## src/hdl/bss_ram.sv

```systemverilog
`timescale 1ns / 1ps
// Generic single-write, single-read RAM with registered read data.
module bss_ram #(
   parameter int WIDTH = 8,
   parameter int DEPTH = 32
) (
   input  logic                     clock,
   input  logic                     wr_en,
   input  logic [$clog2(DEPTH)-1:0] wr_addr,
   input  logic [WIDTH-1:0]         wr_data,
   input  logic                     rd_en,
   input  logic [$clog2(DEPTH)-1:0] rd_addr,
   output logic [WIDTH-1:0]         rd_data
);
   logic [WIDTH-1:0] mem_ff [DEPTH];
   logic [WIDTH-1:0] rd_data_ff;

   always_ff @(posedge clock) begin
      if (wr_en) begin
         mem_ff[wr_addr] <= wr_data;
      end
      if (rd_en) begin
         rd_data_ff <= mem_ff[rd_addr];
      end
   end

   assign rd_data = rd_data_ff;
endmodule

```

## config.mk

```make
export PLATFORM = sky130hd
export DESIGN_NAME = bss_ram
export DESIGN_NICKNAME = d
export VERILOG_FILES = /design/src/hdl/bss_ram.sv
export SDC_FILE = /design/constraint.sdc
export NUM_CORES = 1
export LEC_CHECK = 0
export ABC_AREA = 1
export BUFFER_PORTS_ARGS = -buffer_cell sky130_fd_sc_hd__buf_2
export CORE_MARGIN = 10
export CORE_UTILIZATION = 60
export DETAILED_ROUTE_END_ITERATION = 8
export GPL_ROUTABILITY_DRIVEN = 0
export PLACE_DENSITY = 0.74
export SLEW_MARGIN = 20
export SYNTH_ARGS = -nofsm -noshare
export SYNTH_HDL_FRONTEND = slang
export SYNTH_SLANG_ARGS = --single-unit
export TNS_END_PERCENT = 50
```

## constraint.sdc

```tcl
create_clock -name clock -period 2.05 [get_ports clock]
set_input_delay 0.205 -clock clock [delete_from_list [all_inputs] [get_ports clock]]
set_output_delay 0.205 -clock clock [all_outputs]
set_load 0.1 [all_outputs]
```

Word level (Yosys, flattened, before mapping)
Memories as Yosys holds them, arrays and structs flattened. A register that Yosys moved wholly into a read port is not among the register bits.
Index checks and enable logic that the tools add are counted.
- flip-flop bits (word level): 0
- RAM bits: 256
- bits of input ports: 21
- output and inout bits: 8
- memories kept: 1
- multiplexer cells: 2
- memory list (name ; words ; bits a word ; rd ports ; clocked after memory_dff ; write ports ; RTL line ; source):
    mem_ff ; 32 ; 8 ; 1 ; 1 ; 1 ; 15 ; logic [WIDTH-1:0] mem_ff [DEPTH];
- operators with widths (operator ; count):
    1-bit two-way mux ; 2

Longest topological paths before layout
- depth in word-level cells: 2
- depth in mapped cells: 11
- mapped depth without buffers: 9

Worst setup path before layout
No wires, ideal clock.
- kind: input port to flip-flop
- start: in wr_addr[0]
- end: mem mem_ff[0][0], enable pin
- library setup time: 370 ps
- data arrival time: 869 ps
- required time: 1680 ps
- slack: 811 ps
- cell stages on the path: 3
- path buffers: 0
- cells stage by stage: inv_1 > nand3_1 > nor2_1
- RTL lines (element ; RTL line ; source):
    from (decl) ; 9 ; input logic [$clog2(DEPTH)-1:0] wr_addr,
    to (decl) ; 15 ;
No word-level cell before the write port.

Final worst setup path
- start: reg rd_data_ff[2] (netlist: rd_data[2]), read port of mem_ff
- end: out rd_data[2]
- RTL lines (element ; RTL line ; source):
    from (decl) ; 16 ; logic [WIDTH-1:0] rd_data_ff;
    to (decl) ; 13 ; output logic [WIDTH-1:0] rd_data
No word-level cell between the ends.

==> reports/results.ini <==
[status]
status=completed

[detailed_routing]
drtIter0Drc=993
drcViolationCount=0
dr_total_vias=7066
wl_per_cell_um=20.3
drt-total-wl_mm=24.6
dr.pass1.iters=5
antenna_left=0
drt-vias-per-instance=5.82

[global_routing]
grt_pass1_wl_mm=38.5
overflow=0
global_route.usage.total_pct=20.3
antenna_found_initial=0
grt_max_degree=129
grt_pass1_vias=6892

[clocking]
numCtsBuffers=26
htreeDepth=1
cts_sinks=264
cts_tree=done
cts-root-buf=clkbuf_16
clk_pin_slew_ns=0.06
clock_path_buffers=3
cts_setup_buffers=0
clock_latency_ns=0.52
cts-resized-gates=0
cts_hold_buf=0

[synth]
synth_top_area_share_pct=73.0
synth_edf_count=264
synthArstFlopShare_pct=0
synth.yosys.warnings=0
synth_most_common_cell=nand2_1
ys_ff_latch=264
synth_seq_area_share_pct=73.0
synth_commonest_cells=360 x nand2_1, 264 x edfxtp_1, 204 x nand3_1
synth-main-ff-cell=edfxtp_1
syn_inst=922
syn_area_sq_mm=0.0109
syn_nets=943
synth.avg_cell_area_sq_um=11.8
ys_types=11
synth_area_leaders=edfxtp_1 73%, nand2_1 12%, nand3_1 9.4%
synth_top_area_cell=edfxtp_1

[setup_path]
slowest_delay_ns=0.47
cp_top_family=buffers and inverters
crit_type=flop to output port
path_cells=buf_2
end_kind=output port
cp.buffers_inverters=1
worstPathArrival_ns=1.43
setup.worst_path.start_class=flop
cp_data_required_time_ns=1.85
crit_fanout=1
cpMaxStageDelayCell=buf_2

[sta]
rsz0062_at_grt=no
timing.final.ws_setup_ns=0.419
setup_violations=0
hold_viol=0
max_freq_ghz=0.613
fin_skew_ns=0.00678
setup_tns_ns=0
drv_slew=0
slew_headroom_pct=51.5
min_period_ns=1.63
post-route-period-util_pct=79.6
max_slew.worst_pin.slew_ns=0.727

[finish]
fillers=1250
register_area_sq_mm=0.00793
multi_input_area_sq_mm=0.00249
num_antenna_cells=0
drive_gt1_share_pct=11.1
areaGrowthSynthToFinish_pct=11.0
final_nets=989

[die]
die_w_um=155
die_h_um=155
rows=49
coreArea_sq_mm=0.0179
start_util_pct=60.7
die_area_sq_mm=0.0239
io_pins=29

[power_and_ir_drop]
power_density_mw_per_mm2=943
peakVddDrop_mv=0.831
p_leak_uw=0.00454

[hold_path]
worst_hold_path_type=input pin to flop

[job]
maxCapViolations=0

[placed_design]
dpl.hpwl_mm=14.3
io_buffers=28
dp_slack_ns=0.300

[per-layer routing]
layer	global-route usage [%]	wire, um	share of wire [%]	up-vias
li1	-	-	-	3301
met1	28.4	10200	41	3382
met2	32.3	11900	48	336
met3	3.11	1990	8.1	47
met4	5.89	571	2.3	0
met5	0	0	0	-
[area by class of cell]
class                   instances  share of cell area, %
inverters                      10                  0.321
clock inverters                14                  0.975
multi-input cells             596                   20.7
flip-flops and latches        264                   65.7
clock buffers                  32                   5.76
well taps                     229                   2.37
repair buffers                 70                   4.21
[registers in the layout, summed over array words and instances, names as in the netlist]
| name | flops |
|---|---|
| mem_ff | 256 |
| rd_data | 8 |
[where the power goes]
group          total (uW)  leakage (uW)  internal (uW)  switching (uW)
registers            6050       0.00239           6020            25.0
logic                 794       0.00175            186             608
clock network        4530      0.000401           2640            1890
[metrics by stage]
| stage | hold WS, ns | util (%) | power, uW | std cells | cell area (sq um) |
|---|---|---|---|---|---|
| after floorplan | 0.304 | - | 6690 | 922 | 10900 |
| after global placement | 0.603 | 62.9 | 6940 | 1169 | 11300 |
| after detailed placement | 0.602 | 62.9 | 6950 | 1169 | 11300 |
| after CTS | 0.0643 | 67.4 | 11400 | 1215 | 12100 |
| after global routing | 0.0670 | 67.4 | 11700 | 1215 | 12100 |
| final | 0.0779 | 67.4 | 11400 | 1215 | 12100 |
[cell families (layout without fill, tap and decap cells)]
| kind of cell | Yosys count | count (layout) | synth area share [%] |
|---|---|---|---|
| buffers and inverters | 62 | 126 | 4.11 |
| DFF | 264 | 264 | 73.0 |
| and+or+nand+nor | 596 | 596 | 22.9 |
[cell usage in the layout, fill, tap and decap left out]
cell and count:
clkbuf_1 5, buf_4 39, clkinvlp_4 1, edfxtp_1 264, clkinv_2 8, buf_12 4
clkbuf_16 27, inv_1 8, clkinv_1 4, buf_2 27, inv_2 1, bufinv_16 2
nand2_1 360, nor2_1 32, nand3_1 204
[path summary, 6_finish.rpt]
kind	startpoint	end	slack [ns]	depth (start not counted)
worst max-delay path	rd_data[2]	rd_data[2]	0.42	1
worst min-delay path	rd_en	rd_data[1]	0.08	1
worst max register to register	mem_ff[17][2]	rd_data[2]	0.74	8
worst min register to register	mem_ff[30][4]	rd_data[4]	0.86	8
Note: power is estimated with default switching activity, not from simulation.
